<file path="config.mk">
export PLATFORM = sky130hd
export DESIGN_NAME = counting_semaphore_table
export DESIGN_NICKNAME = d
export VERILOG_FILES = /design/src/csem_pkg.sv /design/src/csem_ctrl.sv /design/src/csem_dp.sv /design/src/counting_semaphore_table.sv
export SDC_FILE = /design/constraint.sdc
export NUM_CORES = 1
export LEC_CHECK = 0
export BUFFER_PORTS_ARGS = -buffer_cell sky130_fd_sc_hd__buf_2
export CORE_UTILIZATION = 57
export CTS_CLUSTER_SIZE = 8
export DETAILED_ROUTE_END_ITERATION = 7
export MAX_ROUTING_LAYER = met4
export PLACE_DENSITY = 0.78
export SETUP_SLACK_MARGIN = 0.3
export SYNTH_ARGS = -nofsm -noshare
export SYNTH_HDL_FRONTEND = slang
export SYNTH_SLANG_ARGS = --single-unit
</file>
<file path="constraint.sdc">
create_clock -name clk -period 7.7 [get_ports clk]
set_clock_uncertainty 0.1 [all_clocks]
set_input_delay 0.385 -clock clk [delete_from_list [all_inputs] [get_ports clk]]
set_output_delay 0.385 -clock clk [all_outputs]
set_load 0.05 [all_outputs]
</file>
<file path="src/csem_pkg.sv">
// ----------------------------------------------------------------------------
// csem_pkg: shared types and constants of the counting semaphore table
// Table sizes, derived widths, request/result structs, status and kind codes,
// and the controller/datapath command and status structs.
// ----------------------------------------------------------------------------
`default_nettype none

package csem_pkg;

  localparam int NUM_SEMS    = 8;
  localparam int QUEUE_DEPTH = 8;

  localparam int SLOT_W    = (NUM_SEMS > 1) ? $clog2(NUM_SEMS) : 1;
  localparam int QPTR_W    = (QUEUE_DEPTH > 1) ? $clog2(QUEUE_DEPTH) : 1;
  localparam int FILL_W    = $clog2(QUEUE_DEPTH + 1);
  localparam int MEM_DEPTH = NUM_SEMS * QUEUE_DEPTH;
  localparam int MADDR_W   = (MEM_DEPTH > 1) ? $clog2(MEM_DEPTH) : 1;

  typedef enum logic [1:0] {
    KIND_INIT  = 2'd0,
    KIND_WAIT  = 2'd1,
    KIND_POST  = 2'd2,
    KIND_CLOSE = 2'd3
  } csem_kind_t;

  typedef enum logic [2:0] {
    ST_OK      = 3'd0,
    ST_UNKNOWN = 3'd1,
    ST_BLOCKED = 3'd2,
    ST_FULL    = 3'd3,
    ST_QFULL   = 3'd4,
    ST_DUP     = 3'd5
  } csem_status_t;

  typedef struct packed {
    csem_kind_t  kind;
    logic [7:0]  sem_id;
    logic [7:0]  proc_id;
    logic [7:0]  start_count;
  } csem_req_t;

  typedef struct packed {
    csem_status_t status;
    logic         wake_valid;
    logic [7:0]   wake_proc;
    logic [7:0]   count_now;
  } csem_res_t;

  // controller -> datapath
  typedef struct packed {
    logic load;   // capture the request
    logic exec;   // look up the table and apply the update
    logic wake;   // finish a post that released a waiter
  } csem_cmd_t;

  // datapath -> controller
  typedef struct packed {
    logic wake_pending;
  } csem_stat_t;

endpackage

`default_nettype wire

</file>
<file path="src/csem_ctrl.sv">
// ----------------------------------------------------------------------------
// csem_ctrl: request sequencer
// Walks each request through capture, table lookup/update and, for a post
// that releases a waiter, an extra wake state for the waiter store read.
// ----------------------------------------------------------------------------
`default_nettype none

module csem_ctrl (
  input  wire                 clk,
  input  wire                 rst_n,
  input  wire                 start,
  input  csem_pkg::csem_stat_t stat,
  output csem_pkg::csem_cmd_t  cmd,
  output logic                busy
);

  typedef enum logic [2:0] {
    S_IDLE = 3'b001,
    S_LOOK = 3'b010,
    S_WAKE = 3'b100
  } state_t;

  state_t state_r, state_nxt;

  always_comb begin
    state_nxt = state_r;
    unique case (state_r)
      S_IDLE: if (start) state_nxt = S_LOOK;
      S_LOOK: state_nxt = stat.wake_pending ? S_WAKE : S_IDLE;
      S_WAKE: state_nxt = S_IDLE;
      default: state_nxt = S_IDLE;
    endcase
  end

  always_ff @(posedge clk) begin
    if (!rst_n) begin
      state_r <= S_IDLE;
    end else begin
      state_r <= state_nxt;
    end
  end

  assign busy     = (state_r != S_IDLE);
  assign cmd.load = (state_r == S_IDLE) && start;
  assign cmd.exec = (state_r == S_LOOK);
  assign cmd.wake = (state_r == S_WAKE);

endmodule

`default_nettype wire

</file>
<file path="src/csem_dp.sv">
// ----------------------------------------------------------------------------
// csem_dp: semaphore table datapath
// Holds the entry table, per-entry FIFO pointers and the shared waiter store,
// matches the identifier across all entries and forms the result.
// ----------------------------------------------------------------------------
`default_nettype none

module csem_dp (
  input  wire                  clk,
  input  wire                  rst_n,
  input  csem_pkg::csem_req_t  in_req,
  input  csem_pkg::csem_cmd_t  cmd,
  output csem_pkg::csem_stat_t stat,
  output logic                 out_valid,
  output csem_pkg::csem_res_t  out_res
);

  localparam int NS = csem_pkg::NUM_SEMS;
  localparam int QD = csem_pkg::QUEUE_DEPTH;
  localparam int SW = csem_pkg::SLOT_W;
  localparam int PW = csem_pkg::QPTR_W;
  localparam int FW = csem_pkg::FILL_W;
  localparam int AW = csem_pkg::MADDR_W;

  csem_pkg::csem_req_t req_r;

  logic [NS-1:0] used_r;
  logic [7:0]    ident_r [NS];
  logic [7:0]    count_r [NS];
  logic [PW-1:0] head_r  [NS];
  logic [FW-1:0] fill_r  [NS];

  logic [7:0] wmem [csem_pkg::MEM_DEPTH];
  logic [7:0] wmem_rd_r;

  logic                out_valid_r;
  csem_pkg::csem_res_t out_r;

  logic [NS-1:0] hit_vec;
  logic          hit;
  logic [SW-1:0] hit_slot;
  logic [SW-1:0] free_slot;
  logic          free_any;

  logic [7:0]    cur_cnt;
  logic [PW-1:0] cur_head;
  logic [FW-1:0] cur_fill;
  logic [FW:0]   tail_sum;
  logic [PW-1:0] tail_pos;
  logic [PW-1:0] head_adv;
  logic [AW-1:0] slot_base;

  csem_pkg::csem_res_t res_nxt;
  logic          do_alloc, do_close, cnt_we, do_push, do_pop;
  logic [7:0]    cnt_val;
  logic [AW-1:0] mem_addr;

  always_ff @(posedge clk) begin
    if (cmd.load) req_r <= in_req;
  end

  // parallel identifier match, lowest-index encode of hit and free slot
  always_comb begin
    hit_slot  = '0;
    free_slot = '0;
    for (int i = NS - 1; i >= 0; i--) begin
      hit_vec[i] = used_r[i] && (ident_r[i] == req_r.sem_id);
      if (hit_vec[i]) hit_slot = SW'(i);
      if (!used_r[i]) free_slot = SW'(i);
    end
  end

  assign hit      = |hit_vec;
  assign free_any = ~&used_r;

  assign cur_cnt   = count_r[hit_slot];
  assign cur_head  = head_r[hit_slot];
  assign cur_fill  = fill_r[hit_slot];
  assign tail_sum  = (FW + 1)'(cur_head) + (FW + 1)'(cur_fill);
  assign tail_pos  = (tail_sum >= (FW + 1)'(QD)) ? PW'(tail_sum - (FW + 1)'(QD))
                                                 : PW'(tail_sum);
  assign head_adv  = (cur_head == PW'(QD - 1)) ? '0 : PW'(cur_head + 1'b1);
  assign slot_base = AW'(int'(hit_slot) * QD);

  always_comb begin
    res_nxt    = '0;
    do_alloc   = 1'b0;
    do_close   = 1'b0;
    cnt_we     = 1'b0;
    cnt_val    = cur_cnt;
    do_push    = 1'b0;
    do_pop     = 1'b0;
    mem_addr   = slot_base + AW'(cur_head);
    res_nxt.status = csem_pkg::ST_OK;
    if (req_r.kind == csem_pkg::KIND_INIT) begin
      if (hit) begin
        res_nxt.status    = csem_pkg::ST_DUP;
        res_nxt.count_now = cur_cnt;
      end else if (!free_any) begin
        res_nxt.status = csem_pkg::ST_FULL;
      end else begin
        do_alloc          = 1'b1;
        res_nxt.count_now = req_r.start_count;
      end
    end else if (!hit) begin
      res_nxt.status = csem_pkg::ST_UNKNOWN;
    end else begin
      unique case (req_r.kind)
        csem_pkg::KIND_WAIT: begin
          if (cur_cnt != 8'd0) begin
            cnt_we  = 1'b1;
            cnt_val = cur_cnt - 8'd1;
          end else if (cur_fill == FW'(QD)) begin
            res_nxt.status = csem_pkg::ST_QFULL;
          end else begin
            do_push        = 1'b1;
            mem_addr       = slot_base + AW'(tail_pos);
            res_nxt.status = csem_pkg::ST_BLOCKED;
          end
          res_nxt.count_now = cnt_val;
        end
        csem_pkg::KIND_POST: begin
          if (cur_fill != '0) begin
            do_pop             = 1'b1;
            res_nxt.wake_valid = 1'b1;
          end else if (cur_cnt != 8'hFF) begin
            cnt_we  = 1'b1;
            cnt_val = cur_cnt + 8'd1;
          end
          res_nxt.count_now = cnt_val;
        end
        csem_pkg::KIND_CLOSE: do_close = 1'b1;
        default: ;
      endcase
    end
  end

  // entry table control state
  always_ff @(posedge clk) begin
    if (!rst_n) begin
      used_r <= '0;
      for (int i = 0; i < NS; i++) begin
        head_r[i] <= '0;
        fill_r[i] <= '0;
      end
    end else if (cmd.exec) begin
      if (do_alloc) begin
        used_r[free_slot] <= 1'b1;
        head_r[free_slot] <= '0;
        fill_r[free_slot] <= '0;
      end
      if (do_close) begin
        used_r[hit_slot] <= 1'b0;
        head_r[hit_slot] <= '0;
        fill_r[hit_slot] <= '0;
      end
      if (do_push) fill_r[hit_slot] <= cur_fill + 1'b1;
      if (do_pop) begin
        head_r[hit_slot] <= head_adv;
        fill_r[hit_slot] <= cur_fill - 1'b1;
      end
    end
  end

  // entry payload
  always_ff @(posedge clk) begin
    if (cmd.exec) begin
      if (do_alloc) begin
        ident_r[free_slot] <= req_r.sem_id;
        count_r[free_slot] <= req_r.start_count;
      end
      if (cnt_we) count_r[hit_slot] <= cnt_val;
    end
  end

  // waiter store: one write or one registered read per request
  always_ff @(posedge clk) begin
    if (cmd.exec && do_push) wmem[mem_addr] <= req_r.proc_id;
    if (cmd.exec && do_pop)  wmem_rd_r <= wmem[mem_addr];
  end

  always_ff @(posedge clk) begin
    if (!rst_n) begin
      out_valid_r <= 1'b0;
    end else begin
      out_valid_r <= (cmd.exec && !do_pop) || cmd.wake;
    end
  end

  always_ff @(posedge clk) begin
    if (cmd.exec) begin
      out_r <= res_nxt;
    end else if (cmd.wake) begin
      out_r.wake_proc <= wmem_rd_r;
    end
  end

  assign stat.wake_pending = do_pop;
  assign out_valid         = out_valid_r;
  assign out_res           = out_r;

endmodule

`default_nettype wire

</file>
<file path="src/counting_semaphore_table.sv">
// ----------------------------------------------------------------------------
// counting_semaphore_table: table of counting semaphores with FIFO wait queues
// The result strobe is registered after the table lookup; a post that releases
//   a waiter also passes a registered read of the waiter store and a wake step.
// A request is taken only while busy is low; busy stays high until it is done.
// The receiver cannot stall; each result is shown for one cycle only.
// Reset (synchronous, rst_n low) empties the table and all wait queues.
// ----------------------------------------------------------------------------
`default_nettype none

module counting_semaphore_table (
  input  wire                 clk,
  input  wire                 rst_n,
  input  wire                 start,
  output logic                busy,
  input  csem_pkg::csem_req_t in_req,
  output logic                out_valid,
  output csem_pkg::csem_res_t out_res
);

  csem_pkg::csem_cmd_t  cmd;
  csem_pkg::csem_stat_t stat;

  csem_ctrl u_ctrl (
    .clk   (clk),
    .rst_n (rst_n),
    .start (start),
    .stat  (stat),
    .cmd   (cmd),
    .busy  (busy)
  );

  csem_dp u_dp (
    .clk       (clk),
    .rst_n     (rst_n),
    .in_req    (in_req),
    .cmd       (cmd),
    .stat      (stat),
    .out_valid (out_valid),
    .out_res   (out_res)
  );

  a_accept_busy: assert property (@(posedge clk) disable iff (!rst_n)
    start && !busy |=> busy)
    else $error("accepted request did not raise busy");

  a_strobe_gap: assert property (@(posedge clk) disable iff (!rst_n)
    out_valid |=> !out_valid)
    else $error("results on back-to-back cycles");

  a_wake_ok: assert property (@(posedge clk) disable iff (!rst_n)
    out_valid && out_res.wake_valid |->
      out_res.status == csem_pkg::ST_OK && out_res.count_now == 8'd0)
    else $error("wake with nonzero count or bad status");

  a_no_wake_proc: assert property (@(posedge clk) disable iff (!rst_n)
    out_valid && !out_res.wake_valid |-> out_res.wake_proc == 8'd0)
    else $error("wake_proc set without a wake");

endmodule

`default_nettype wire
</file>
Word-level counts from Yosys, hierarchy flattened

Memory sizes are Yosys's and may differ from the RTL's. A register that Yosys moved wholly into a read port is not among the register bits.
Index checks and enable logic that the tools add are counted.

Output and inout bits: 22
RAM bits: 696
Register bits after elaboration: 58
Memories: 5
Input port bits: 29

Reduce and logical (&&, ||, !) cells: 26
Equal/unequal tests: 19
Multiplexer cells: 114
$add $sub $neg: 9
Bitwise operators: 6
Order comparisons: 5

Memory list:

| memory       | words | bits a word | rd ports | clocked after memory_dff | wr ports | RTL line      | RTL |
|---|---|---|---|---|---|---|---|
| u_dp.wmem    | 64    | 8           | 1        | 1                        | 1        | csem_dp.sv:33 | `logic [7:0] wmem [csem_pkg::MEM_DEPTH];` |
| u_dp.count_r | 8     | 8           | 1        | 0                        | 1        | csem_dp.sv:29 | `logic [7:0] count_r [NS];` |
| u_dp.ident_r | 8     | 8           | 8        | 0                        | 1        | csem_dp.sv:28 | `logic [7:0] ident_r [NS];` |
| u_dp.fill_r  | 8     | 4           | 1        | 0                        | 8        | csem_dp.sv:31 | `logic [FW-1:0] fill_r [NS];` |
| u_dp.head_r  | 8     | 3           | 1        | 0                        | 8        | csem_dp.sv:30 | `logic [PW-1:0] head_r [NS];` |

Operators with widths:

| operator            | count |
|---|---|
| $mux 8              | 14 |
| $mux 3              | 34 |
| $eq 8x8->1          | 8 |
| $mux 1              | 50 |
| $pmux 8 s2          | 2 |
| $mux 6              | 5 |
| $mux 4              | 4 |
| $reduce_or 8->1     | 2 |
| $logic_and 1x1->1   | 14 |
| $add 6x3->6         | 2 |
| $add 8x1->8 const B | 1 |
| $and 8x8->8         | 1 |
| $lt 3x4->1 const B  | 2 |
| $ne 8x8->1 const B  | 1 |
| $not 8->8           | 1 |
| $or 8x8->8          | 1 |
| $reduce_and 8->1    | 1 |
| $reduce_bool 8->1   | 1 |
| $reduce_or 4->1     | 2 |
| $sub 8x1->8 const B | 1 |
| $demux 1 s3         | 2 |
| $eq 3x3->1 const B  | 2 |
| $ge 3x1->1 const B  | 2 |
| $pmux 3 s2          | 1 |
| 21 further kinds    | 25 |

Longest topological paths before layout

Gate-level depths: netlist of the first run.
An unclocked memory read counts as a cell.

Depth after elaboration: 26
Mapped depth: 26

Modules after synthesis

Synthesis of the first run repeated with hierarchy kept, for this count alone.

Cells, all modules: 2,439
Area, all modules: 32,404.8 um^2

Modules (own cells, without submodules):

| module    | times used | seq. area each (um^2) | cells an instance | area an instance (um^2) |
|---|---|---|---|---|
| csem_dp   | 1          | 22,621.7              | 2,425             | 32,262.2 |
| csem_ctrl | 1          | 60.1                  | 14                | 142.6 |

Least setup slack after synthesis of the first run

OpenSTA, ideal clock, no wires.

Path type: register to register
Start: reg u_dp.req_r[19] (netlist name)
End: mem u_dp.wmem[10][0] (enable)
Buffers on the path: 5
Cell stages (with the launch flop): 22
Clock period less this slack: 6.194 ns
Slack: 1.506 ns
Data required time: 7.205 ns
Arrival time: 5.700 ns
Cells stage by stage: edfxtp_1 > buf_4 > xor2_1 > nand2b_1 > or3_1 > a211oi_1 > nand2_1 > or2_2 > clkbuf_1 > o221a_2 > o21ai_0 > a211o_1 > inv_1 > fa_1 > o211ai_1 > or4_4 > o21ai_2 > buf_4 > nand2_1 > clkbuf_1 > clkbuf_1 > nor4_1

Word-level cells in the longest chain between the ends: 20

Ends and longest elaborated chain:

| what                                        | RTL line                       | RTL |
|---|---|---|
| start: declaration                          | csem_dp.sv:25                  | `csem_pkg::csem_req_t req_r;` |
| start signal: assignment                    | csem_dp.sv:59                  | `if (cmd.load) req_r <= in_req;` |
| $eq 8x8->1                                  | csem_dp.sv:67                  | `hit_vec[i] = used_r[i] && (ident_r[i] == req_r.sem_id);` |
| $logic_and 1x1->1                           | csem_dp.sv:67                  |  |
| $mux 3 (8 in series)                        | csem_dp.sv:68                  | `if (hit_vec[i]) hit_slot = SW'(i);` |
| $mem_v2 8x3 or $mem_v2 8x4 (tied branches)  | n/a                            |  |
| $add 3x4->5 or $eq 4x4->1 (tied branches)   | csem_dp.sv:79, csem_dp.sv:113  |  |
| $ge 5x4->1 (tied with other cells)          | csem_dp.sv:80                  | `assign tail_pos = (tail_sum >= (FW + 1)'(QD)) ? PW'(tail_sum - (FW + 1)'(QD))` |
| $mux 3 or $mux 1 (tied branches)            | csem_dp.sv:80, csem_dp.sv:110  |  |
| $add 6x3->6 or $mux 1 (tied branches)       | csem_dp.sv:117, csem_dp.sv:108 |  |
| $mux 6 or $mux 1 (tied branches)            | csem_dp.sv:113, csem_dp.sv:105 |  |
| $mux 6 or $mux 1 (tied branches)            | csem_dp.sv:110, csem_dp.sv:95  |  |
| $mux 6 or $logic_and 1x1->1 (tied branches) | csem_dp.sv:108, csem_dp.sv:178 |  |
| $mux 6 or $mux 1 (tied branches)            | csem_dp.sv:105, csem_dp.sv:178 |  |
| $mux 6 or $mux 1 (tied branches)            | csem_dp.sv:95, csem_dp.sv:178  |  |
| end: declaration                            | csem_dp.sv:33                  |  |

Parallel ways exist; a longest one is shown, timed or not.

Final worst setup path of the first run

Start: reg u_dp.req_r[21] (netlist name)
End: reg u_dp.wmem_rd_r[4], read port of u_dp.wmem, data pin

Word-level cells in the longest chain between the ends: 20

Ends and longest elaborated chain:

| what                                       | RTL line       | RTL |
|---|---|---|
| $eq 8x8->1                                 | csem_dp.sv:67  |  |
| $logic_and 1x1->1                          | csem_dp.sv:67  |  |
| $mux 3 (8 in series)                       | csem_dp.sv:68  |  |
| $mem_v2 8x3 or $mem_v2 8x4 (tied branches) | n/a            |  |
| $add 3x4->5                                | csem_dp.sv:79  | `assign tail_sum = (FW + 1)'(cur_head) + (FW + 1)'(cur_fill);` |
| $ge 5x4->1 or $sub 3x1->3 (tied branches)  | csem_dp.sv:80  |  |
| $mux 3                                     | csem_dp.sv:80  |  |
| $add 6x3->6                                | csem_dp.sv:117 | `mem_addr = slot_base + AW'(tail_pos);` |
| $mux 6                                     | csem_dp.sv:113 | `end else if (cur_fill == FW'(QD)) begin` |
| $mux 6                                     | csem_dp.sv:110 | `if (cur_cnt != 8'd0) begin` |
| $mux 6                                     | csem_dp.sv:108 | `unique case (req_r.kind)` |
| $mux 6                                     | csem_dp.sv:105 | `end else if (!hit) begin` |
| $mux 6                                     | csem_dp.sv:95  | `if (req_r.kind == csem_pkg::KIND_INIT) begin` |
| end: declaration                           | csem_dp.sv:34  | `logic [7:0] wmem_rd_r;` |

Parallel ways exist; a longest one is shown, timed or not.
A chain may end at the register's enable or synchronous reset.

==> summary.md, run 1 <==
Across the run, the number of max-cap violations was 0. For this run, the top clock speed supported by timing is 0.1379 GHz. After clock tree synthesis, the clock-pin slew on the worst setup and hold paths is 60 ps. The cell family contributing the most delay on the critical path is simple AND/OR/NAND/NOR gates. The worst setup path is captured at a flop. For the count of fill cells added during filler insertion, the log shows 3786. The HPWL after detailed placement was 61.34 mm. Counting instances, the worst hold path has a depth of 3. Fraction of synthesis flops using an asynchronous set or reset pin: 0. For the worst vdd rail ir drop, the log shows 0.2105 mV. In this run, CTS created clock tree buffers numbering 105.

The first detailed-routing pass took 8 iterations. The final antenna-violating net count came out at 0. The floorplan step defined a die boundary enclosing 58170 um2. For the worst-skew pair, the clock arrives at the later sink with an insertion delay of 680 ps. The tools report the total negative slack for setup checks as 0 ps. Setup repair after global routing left no endpoint under its margin. The analysis attributes to cell leakage a power of 0.01316 uW. The gate count of the mapped netlist came out at 2422. On the final layout, the worst hold slack is 154.4 ps.

The first global-routing pass estimated 142.2 mm of wire. The signed area change from the synthesized netlist to the final layout was 16.76%. In the final layout, the multi-input gates occupy 9284 um2. The number of nets in the synthesized netlist is 2463. In this run the power density over the cells is 240.2 nW/um2.

Required time at the endpoint of the critical path: 8010 ps. The run finished, with violations left. The fraction of post-synthesis cell area in the top cell type by area was 0.6832. The number of buffer cells added on primary ports came out at 50.

In this run the most critical hold path is launched from rst_n. The core outline area came out at 56500 um2. The number of global-route vias before repair is 22767.

The most used flip-flop cell after synthesis was edfxtp_1. The final net count is 2702. The completed layout was analyzed and its total power is 9145 uW.

The number of antenna violations at the first check in global routing was 4. The flip-flop and latch count after synthesis was 762; the detailed-route wire length per cell was 27.97 um. The total number of placement rows is 87.

The final non-filler cell total is 3452. Setup violations remaining at the end of the flow were counted as 0. The worst hold path terminates at u_ctrl.state_r[0]. The relative max-transition margin was 0.1623. The tools report the mapped cell area as 32610 um2.

After detailed routing, the number of remaining DRC violations is 2. The critical path in this run is classified as flop to flop. The instance count after placement with tap cells included came out at 3258.

Data arrives at the worst endpoint at 7560 ps. In this run, synthesis inferred 742 flip-flops with an integrated enable. The die boundary height works out to 241.2 um.

For the pin with the worst max-slew slack, the measured transition is 1243 ps. For the finished layout, the period the worst path requires is 7254 ps. The critical path goes through buf_4 -> xnor2_1 -> nand3_1 -> or3_1 -> o211ai_1 -> a211oi_2 -> buf_4 -> a222oi_1 -> nor2b_1 -> inv_1 -> ha_1 -> fa_1 -> o211ai_1 -> or4_4 -> a21boi_4 -> buf_12 -> nand2_8 -> o22ai_1 -> o311ai_0 -> buf_4 -> nand4_1 -> or4_1. Worst reg-to-reg path cell count: 22. The tools report the startpoint of the lowest-slack register-to-register path as u_dp.req_r[21]. The logs give 0.6955 for the sequential-to-total area share from yosys stat and 51 for the top-level I/O count. The logs give 0.3466 for the overall fraction of global-route tracks in use and 22974 for the via total after detailed routing. During synthesis, Yosys emitted a total of 0 warnings. Summed over all instances, the cell type with the most area after synthesis is edfxtp_1. The total count of hold-check failures in the final report was 0; the maximum fanout along the worst path was 28. The final wirelength was 96.54 mm. After synthesis, the mean cell area works out to 13.46 um2.

TritonCTS built the clock tree. The slowest stage of the critical path belongs to the cell or3_1. The worst register-to-register path has a setup slack of 450 ps.

The total overflow left after global routing is 0. The combined buffer and inverter count along the critical path works out to 5. CTS root buffer: clkbuf_16.

The min-delay analysis places its worst path in the category primary input to flop. The die extent in x came out at 241.2 um. By instance count, the cell type seen most on the critical path is buf_4.

The portion of the clock cycle consumed by the worst path in the final layout is 0.9421. The clock tree synthesis step divided the H-tree into 3 levels. After synthesis, the cell types taking the most area are edfxtp_1, nand2_1, mux2i_1, nand3_1, xnor2_1. The tools report the final count of pins violating max slew as 0. Across the whole layout, storage elements account for 22680 um2. Counting along the longest clock path gives a buffer depth of 3.

The routability-driven placement congestion ratio came out at 1.021. The number of distinct library cell variants in the gate-level netlist after synthesis is 91. The number of DRC markers in iteration 0 came out at 3197. The average via count per standard cell is 6.655, and the proportion of layout cells with a drive suffix above 1 is 0.1638. The clock drives 762 sinks. The final reports fail on DRC. The run gives 0.5772 as the starting utilization of the core area.

In this run the critical register-to-register path is captured at u_dp.wmem_rd_r[4]. For this run, the slowest stage of the critical path takes 640 ps. The largest net degree at the start of global routing was 65.

The worst setup path is launched from a flop.
## area by class of cell
cell class / count / area share
antenna: 3 / 0.0001972
clock buffer: 132 / 0.07223
clock inverter: 7 / 0.003878
inverter: 27 / 0.002662
multi-input combinational: 1490 / 0.2438
sequential: 762 / 0.5957
tap: 756 / 0.02484
timing repair buffer: 275 / 0.05668
## cells in the final DEF, fill, tap and decap left out, drive strengths merged, types with 17 or more instances in the layout
cell,instances
a211oi,18
a21oi,121
a221oi,24
a22oi,26
and3,21
buf,249
clkbuf,132
dfxtp,20
dlygate4sd3,26
edfxtp,742
inv,29
mux2i,133
nand2,377
nand3,135
nand4,37
nor2,116
nor2b,23
nor3,53
nor4,58
o211ai,17
o21ai,66
o22ai,20
xnor2,69
## cells in the mapped netlist, drive strengths merged, types with 6 or more instances
| master | n |
|---|---|
| a22o | 12 |
| o21ai | 66 |
| or3 | 10 |
| clkbuf | 56 |
| a31oi | 16 |
| inv | 26 |
| ha | 11 |
| nor3 | 53 |
| a21o | 7 |
| a22oi | 26 |
| mux2 | 7 |
| a32oi | 10 |
| and2 | 8 |
| o22ai | 20 |
| or4 | 6 |
| mux2i | 133 |
| nor4 | 58 |
| a211oi | 18 |
| a222oi | 6 |
| nand3 | 135 |
| xnor2 | 69 |
| nand2 | 377 |
| a2111oi | 7 |
| o211ai | 17 |
| a221oi | 24 |
| and3 | 21 |
| buf | 87 |
| nand4 | 37 |
| nor2b | 23 |
| edfxtp | 742 |
| a21oi | 121 |
| dfxtp | 20 |
| nor2 | 116 |
## how the worst max path moves through the flow
stage / slack (ps) / to / cells past startpoint / from
global route: 330 / u_dp.wmem_rd_r[0] / 23 / u_dp.req_r[18]
finish: 450 / u_dp.wmem_rd_r[4] / 22 / u_dp.req_r[21]
detailed placement: 10 / u_dp.wmem_rd_r[0] / 19 / u_dp.req_r[18]
floorplan: 1510 / u_dp.wmem[10][0] / 21 / u_dp.req_r[19]
CTS: 330 / u_dp.wmem_rd_r[0] / 20 / u_dp.req_r[17]
global placement: 80 / u_dp.wmem_rd_r[0] / 19 / u_dp.req_r[18]
## cells by family (layout without fill, tap and decap cells)
logic type	after synthesis	count (layout)	synth area share
other	0	3	0
AO/OA/AOI/OAI	403	403	0.08533
multiplexers	140	140	0.04385
buffers and inverters	170	441	0.02651
adder cells (fa/ha/maj)	12	12	0.004834
XOR/XNOR	73	73	0.01961
flip-flops	762	762	0.6955
AND/OR/NAND/NOR	862	862	0.1243
## timing repair
action | in CTS | in global routing
hold buffers | 26 | 0
hold endpoints to repair | 26 | 0
buffers inserted | 19 | 7
gates resized for setup | 3 | 12
setup endpoints to repair | 26 | 108
## registers in the layout (all words and copies together) (netlist names)
name            cells
u_dp.out_valid      1
u_dp.used_r         8
u_dp.wmem_rd_r      8
u_dp.count_r       64
u_dp.out_res       20
u_ctrl.state_r      3
u_dp.head_r        24
u_dp.ident_r       64
u_dp.wmem         512
u_dp.req_r         26
u_dp.fill_r        32
## per-stage QoR
stage	cell area [um2]	worst slack [ps]	utilization
after global placement	34620	82.43	0.6128
after global routing	38080	329.1	0.6740
after CTS	37950	329.6	0.6717
after floorplan	32610	1506	-
final	38080	446.1	0.6740
after detailed placement	34620	13.15	0.6128
## metal layers
| layer | vias to the layer above | global-route usage | wire length [um] |
|---|---|---|---|
| met5 | - | - | 0 |
| met3 | 446 | 0.08464 | 10920 |
| met4 | 0 | 0.2267 | 7079 |
| met2 | 1703 | 0.5387 | 45410 |
| li1 | 9709 | - | - |
| met1 | 11116 | 0.4026 | 33140 |
## worst reg2reg max path, stage by stage, from the launching register on
cell and delay (ps):
edfxtp_1 520, buf_4 210, xnor2_1 150, nand3_1 180, or3_1 640, o211ai_1 310, a211oi_2 80, buf_4 280
a222oi_1 360, nor2b_1 440, inv_1 160, ha_1 240, fa_1 540, o211ai_1 110, or4_4 510, a21boi_4 270
buf_12 260, nand2_8 220, o22ai_1 110, o311ai_0 480, buf_4 240, nand4_1 100, or4_1 520
## where the power goes
part | internal, uW | total (uW) | leakage, uW | switching (uW)
logic | 113 | 373 | 0.00486 | 260
clock network | 2470 | 4160 | 0.00140 | 1690
registers | 4590 | 4610 | 0.00690 | 16.6
(Power assumes the default switching activity.)
==> run 2: changes to the inputs <==
--- a/config.mk
+++ b/config.mk
@@ -5,7 +5,9 @@
 export SDC_FILE = /design/constraint.sdc
 export NUM_CORES = 1
 export LEC_CHECK = 0
+export ABC_AREA = 1
 export BUFFER_PORTS_ARGS = -buffer_cell sky130_fd_sc_hd__buf_2
+export CORE_ASPECT_RATIO = 2
 export CORE_UTILIZATION = 57
 export CTS_CLUSTER_SIZE = 8
 export DETAILED_ROUTE_END_ITERATION = 7
==> run 2 against run 1 <==
Effect of this change: the flow still finishes with violations (DRC); power is 0.28% lower; setup slack better by 160 ps; cell area is 0.32% higher; via count is 7.2% higher; die area is 1.9% higher; largest cell class unchanged; largest power group unchanged.
==> summary.md, run 2 <==
The run finished, with violations left. The checks that failed: DRC. The run gives 3 (unchanged) as the worst-case clock buffer depth. The portion of the clock cycle consumed by the worst path in the final layout is 0.9215 (-0.02059), and the worst reg-to-reg setup slack is 600 ps (+160 ps). The fraction of the core area covered by cells at the end of the flow came out at 0.6654 (-0.008587). The final non-filler cell total came out at 4183 (+21%). Setup repair after global routing left no endpoint under its margin. Leading cell type by number of instances after synthesis: nand2_1. In the layout the commonest cells are nand2_1, edfxtp_1, nor2_1. The die extent in x came out at 172.6 um (-28%). The largest register by flop count is u_dp.wmem. The number of warnings printed during yosys synthesis came out at 0 (unchanged). Cell at the slowest stage of the critical path: edfxtp_1. TritonCTS built the clock tree. The standby leakage power was 0.01527 uW (+16%).

The family with the most delay on the worst path was simple AND/OR/NAND/NOR gates. The total count of hold-check failures in the final report came out at 0 (unchanged). The wire length of the first global-routing pass was 141.9 mm (-0.20%); the number of stages on the worst hold path was 3 (unchanged). In this run the worst setup path begins at u_dp.req_r[23]. CTS clock-pin slew for the worst setup and hold paths: 50 ps (about the same). The logs give 0.448 (-0.007) for the share of total power in the clock network and 57410 um2 (+1.6%) for the core outline area.

Source of the worst hold timing path: rst_n. Routability-driven placement congestion ratio: 1.019 (-0.20%). The die boundary height works out to 343.3 um (+42%). The number of levels in the clock H-tree came out at 3 (unchanged). The largest registers in the layout are u_dp.wmem: 512 flops, u_dp.count_r: 64 flops, u_dp.ident_r: 64 flops.

Sorting the synthesized cells by area gives the leading types as edfxtp_1, nand2_1, nor2_1, nand3_1, inv_1. The design internal power was 7203 uW (+0.38%). The flip-flop and latch count after synthesis came out at 762 (unchanged).

For the maximum clock rate, the log shows 0.1409 GHz (+2.2%). The commonest cells after synthesis are nand2_1, edfxtp_1, nor2_1. The power share of the combinational group is 0.045 (+0.004).

Fraction of post-synthesis cell area in the top cell type by area: 0.6713 (-0.01193). The total number of placement rows was 124 (+43%). The total number of clock tree sinks is 762 (unchanged), and the power density over cell area is 238.8 nW/um2 (-0.59%).

The clock latency on the worst-skew pair is 650 ps (-30 ps), and the maximum fanout along the worst path is 60 (+110%). The worst setup path is captured at a flop. The final net count is 3441 (+27%).

For the number of setup violations in the final report, the log shows 0 (unchanged). Detailed-route wire length per cell: 22.77 um (-19%). The run gives 0 (unchanged) as the final antenna-violating net count. The tools report the area enclosed by the die boundary as 59260 um2 (+1.9%). The run gives 1917 uW (-2.7%) as the net load switching power. The average cell area after synthesis came out at 10.45 um2 (-22%). Relative max-transition margin: 0.2335 (+0.07119). The fraction of power consumed by sequential logic is 0.507 (+0.003). The number of buffer cells added on primary ports was 50 (unchanged). The run gives 0 (unchanged) as the global-route congestion overflow total. The most used flip-flop cell after synthesis is edfxtp_1. Fraction of synthesis flops using an asynchronous set or reset pin: 0 (unchanged). The net switching fraction of the power was 0.2102 (-0.005130); the number of DRC markers in iteration 0 was 2729 (-15%). The average via count per standard cell is 5.886 (-12%), and the number of flops mapped to enable cells by yosys is 742 (unchanged). The worst hold path belongs to the class primary input to flop.

The logs give 0.6834 (-0.01214) for the sequential-to-total area share from yosys stat and 0 ps (unchanged) for the total negative slack for setup checks. The via total after detailed routing is 24623 (+7.2%), and the worst reg-to-reg path cell count is 26 (+18%). The number of global-route vias before repair came out at 25078 (+10%).

The shortest clock period the worst path allows after layout came out at 7095 ps (-158.6 ps). CTS root buffer: clkbuf_16. The HPWL after detailed placement was 63.59 mm (+3.7%). For the worst vdd rail ir drop, the log shows 0.1586 mV (-25%). The post-synthesis net count is 3217 (+31%). The top-level I/O count is 51 (unchanged). The most frequent cell on the critical path was nand2_1.

The number of antenna violations at the first check in global routing is 1 (-3), and the number of distinct library cell variants in the gate-level netlist after synthesis is 53 (-42%). The combined buffer and inverter count along the critical path works out to 3 (-2). The mapped cell area was 33190 um2 (+1.8%). The transition time at the pin with the least slew margin was 1140 ps (-103.1 ps); the starting utilization of the core area was 0.5782 (+0.0009448). The residual DRC count was 12 (+10). For the number of maximum-capacitance constraint violations, the log shows 0 (unchanged).

The run gives 35060 um2 (+1.3%) as the instance area after placement. The worst stage delay on the critical path was 600 ps (-40 ps). The flip-flop count of the largest register, all copies and words added is 512 (unchanged), and the total power is 9120 uW (-0.28%).

The run gives 73 (+12%) as the largest net degree at the start of global routing. The capture endpoint of the worst hold path is u_dp.used_r[0]. STA classifies the critical path startpoint as a flop.

The required time at the endpoint of the critical path came out at 7960 ps (-50 ps). The instance count after placement with tap cells included is 4018 (+23%). For the count of fill cells added during filler insertion, the log shows 4057 (+7.2%). The tools report the startpoint of the lowest-slack register-to-register path as u_dp.req_r[23]. For the cell area after layout, the log shows 38200 um2 (+0.32%). The run gives 105 (unchanged) as the clock buffer count from CTS. The gate count of the mapped netlist came out at 3176 (+31%). The dominant cell type by area after synthesis is edfxtp_1. By startpoint and endpoint, the worst setup path is classified as flop to flop. For the detailed-routing iteration count for the pre-antenna-repair pass, the log shows 8 (unchanged). Final wirelength: 95.23 mm (-1.4%).

Overall fraction of global-route tracks in use: 0.3340 (-0.01263). The proportion of layout cells with a drive suffix above 1 works out to 0.1106 (-0.05313). The library cell used most frequently in the layout, excluding fill and tap cells, is nand2_1.

The worst register-to-register path ends at u_dp.wmem_rd_r[4]. Relative to the synthesized area, the layout overhead comes to 15.08%. The logs give 7360 ps (-200 ps) for the critical path data arrival time and 0 (unchanged) for the final count of pins violating max slew.
[run 2: changes by cell type after synthesis, moves of 23 or more]
| cell | previous run | this run |
|---|---|---|
| xnor2_1 | 69 | 11 |
| nand4_1 | 35 | 65 |
| inv_1 | 26 | 122 |
| clkbuf_1 | 56 | 16 |
| nand2_1 | 376 | 1410 |
| nor2_1 | 114 | 258 |
| mux2i_1 | 132 | 0 |
| nor2b_1 | 23 | 0 |
| nor3_1 | 49 | 18 |
| a21oi_1 | 119 | 52 |
| nor4_1 | 56 | 8 |
| o21ai_1 | 2 | 35 |
[run 2: power by group through the flow]
stage                     clock, uW  sequential (uW)  combinational, uW
final                          4080             4630                411
after global routing           4260             4620                439
after CTS                      4100             4630                399
after detailed placement          0             4700                386
after global placement            0             4700                377
after floorplan                   0             4730                194
[run 2: how the worst max path moves through the flow]
stage | slack [ps] | end | cells after the start
2_1_floorplan | 2390 | u_dp.wmem[28][1] | 32
3_3_place_gp | 780 | u_dp.wmem_rd_r[2] | 29
3_5_place_dp | 750 | u_dp.wmem_rd_r[2] | 29
4_1_cts | 700 | u_dp.wmem_rd_r[2] | 29
5_1_grt | 450 | u_dp.wmem_rd_r[2] | 33
6_report | 600 | u_dp.wmem_rd_r[4] | 26
[run 2: worst register-to-register path, cell delays in order (launching register included)]
cell and delay (ps):
edfxtp_1 600, xnor2_1 390, nand3_1 160, o21ai_0 550
nand2_1 180, nor2_2 570, nand2_1 310, inv_1 570
a22o_1 290, nor4_1 100, ha_1 240, nand3_1 170
nor2_2 80, nor2_4 240, nand2_4 160, nand2_4 150
nand2_8 270, buf_12 310, buf_12 200, nand2_1 60
nand2_1 60, nand2_1 120, nand4_1 130, nand2_1 90
nand2_1 130, nor2_1 510, nand2_1 100
[run 2: through the flow]
| stage | setup WS [ps] | hold slack, ps |
|---|---|---|
| 2_1_floorplan | 2391 | 347.5 |
| 3_3_place_gp | 784.7 | 346.3 |
| 3_5_place_dp | 745.2 | 339.7 |
| 4_1_cts | 698.3 | 171.6 |
| 5_1_grt | 451.1 | 201.9 |
| 6_report | 604.6 | 215.2 |
[run 2: cell type report]
| type | instances | area (um2) | share of cell area |
|---|---|---|---|
| sequential | 762 | 22680 | 0.5938 |
| multi-input combinational | 2158 | 9379 | 0.2455 |
| clock buffer | 130 | 2806 | 0.07347 |
| timing repair buffer | 233 | 1829 | 0.04789 |
| tap | 756 | 945.9 | 0.02476 |
| inverter | 140 | 525.5 | 0.01376 |
| clock inverter | 3 | 26.28 | 0.0006879 |
| antenna | 1 | 2.502 | 0.00006551 |
[run 2: timing repair]
| action | CTS | global route |
|---|---|---|
| hold endpoints to repair | 28 | 0 |
| hold buffers | 27 | 0 |
| gates resized for setup | 0 | 1 |
| endpoints found under the setup margin | 0 | 14 |
| buffers inserted | 0 | 4 |
[run 2: kinds of logic after synthesis]
group	Yosys count	share of synthesized area
fa+ha+maj	12	0.004750
compound gates	182	0.03140
xor+xnor	31	0.008180
buf+inv	256	0.03634
flops	762	0.6834
simple gates	1933	0.2359
[run 2: routing by layer]
metal  track usage  vias up  part of all wire
met1        0.3090    11613              0.31
li1              -    11080                 -
met3       0.05659      519             0.072
met4        0.3030        0              0.10
met2        0.5860     1411              0.52
met5             -        -                 0
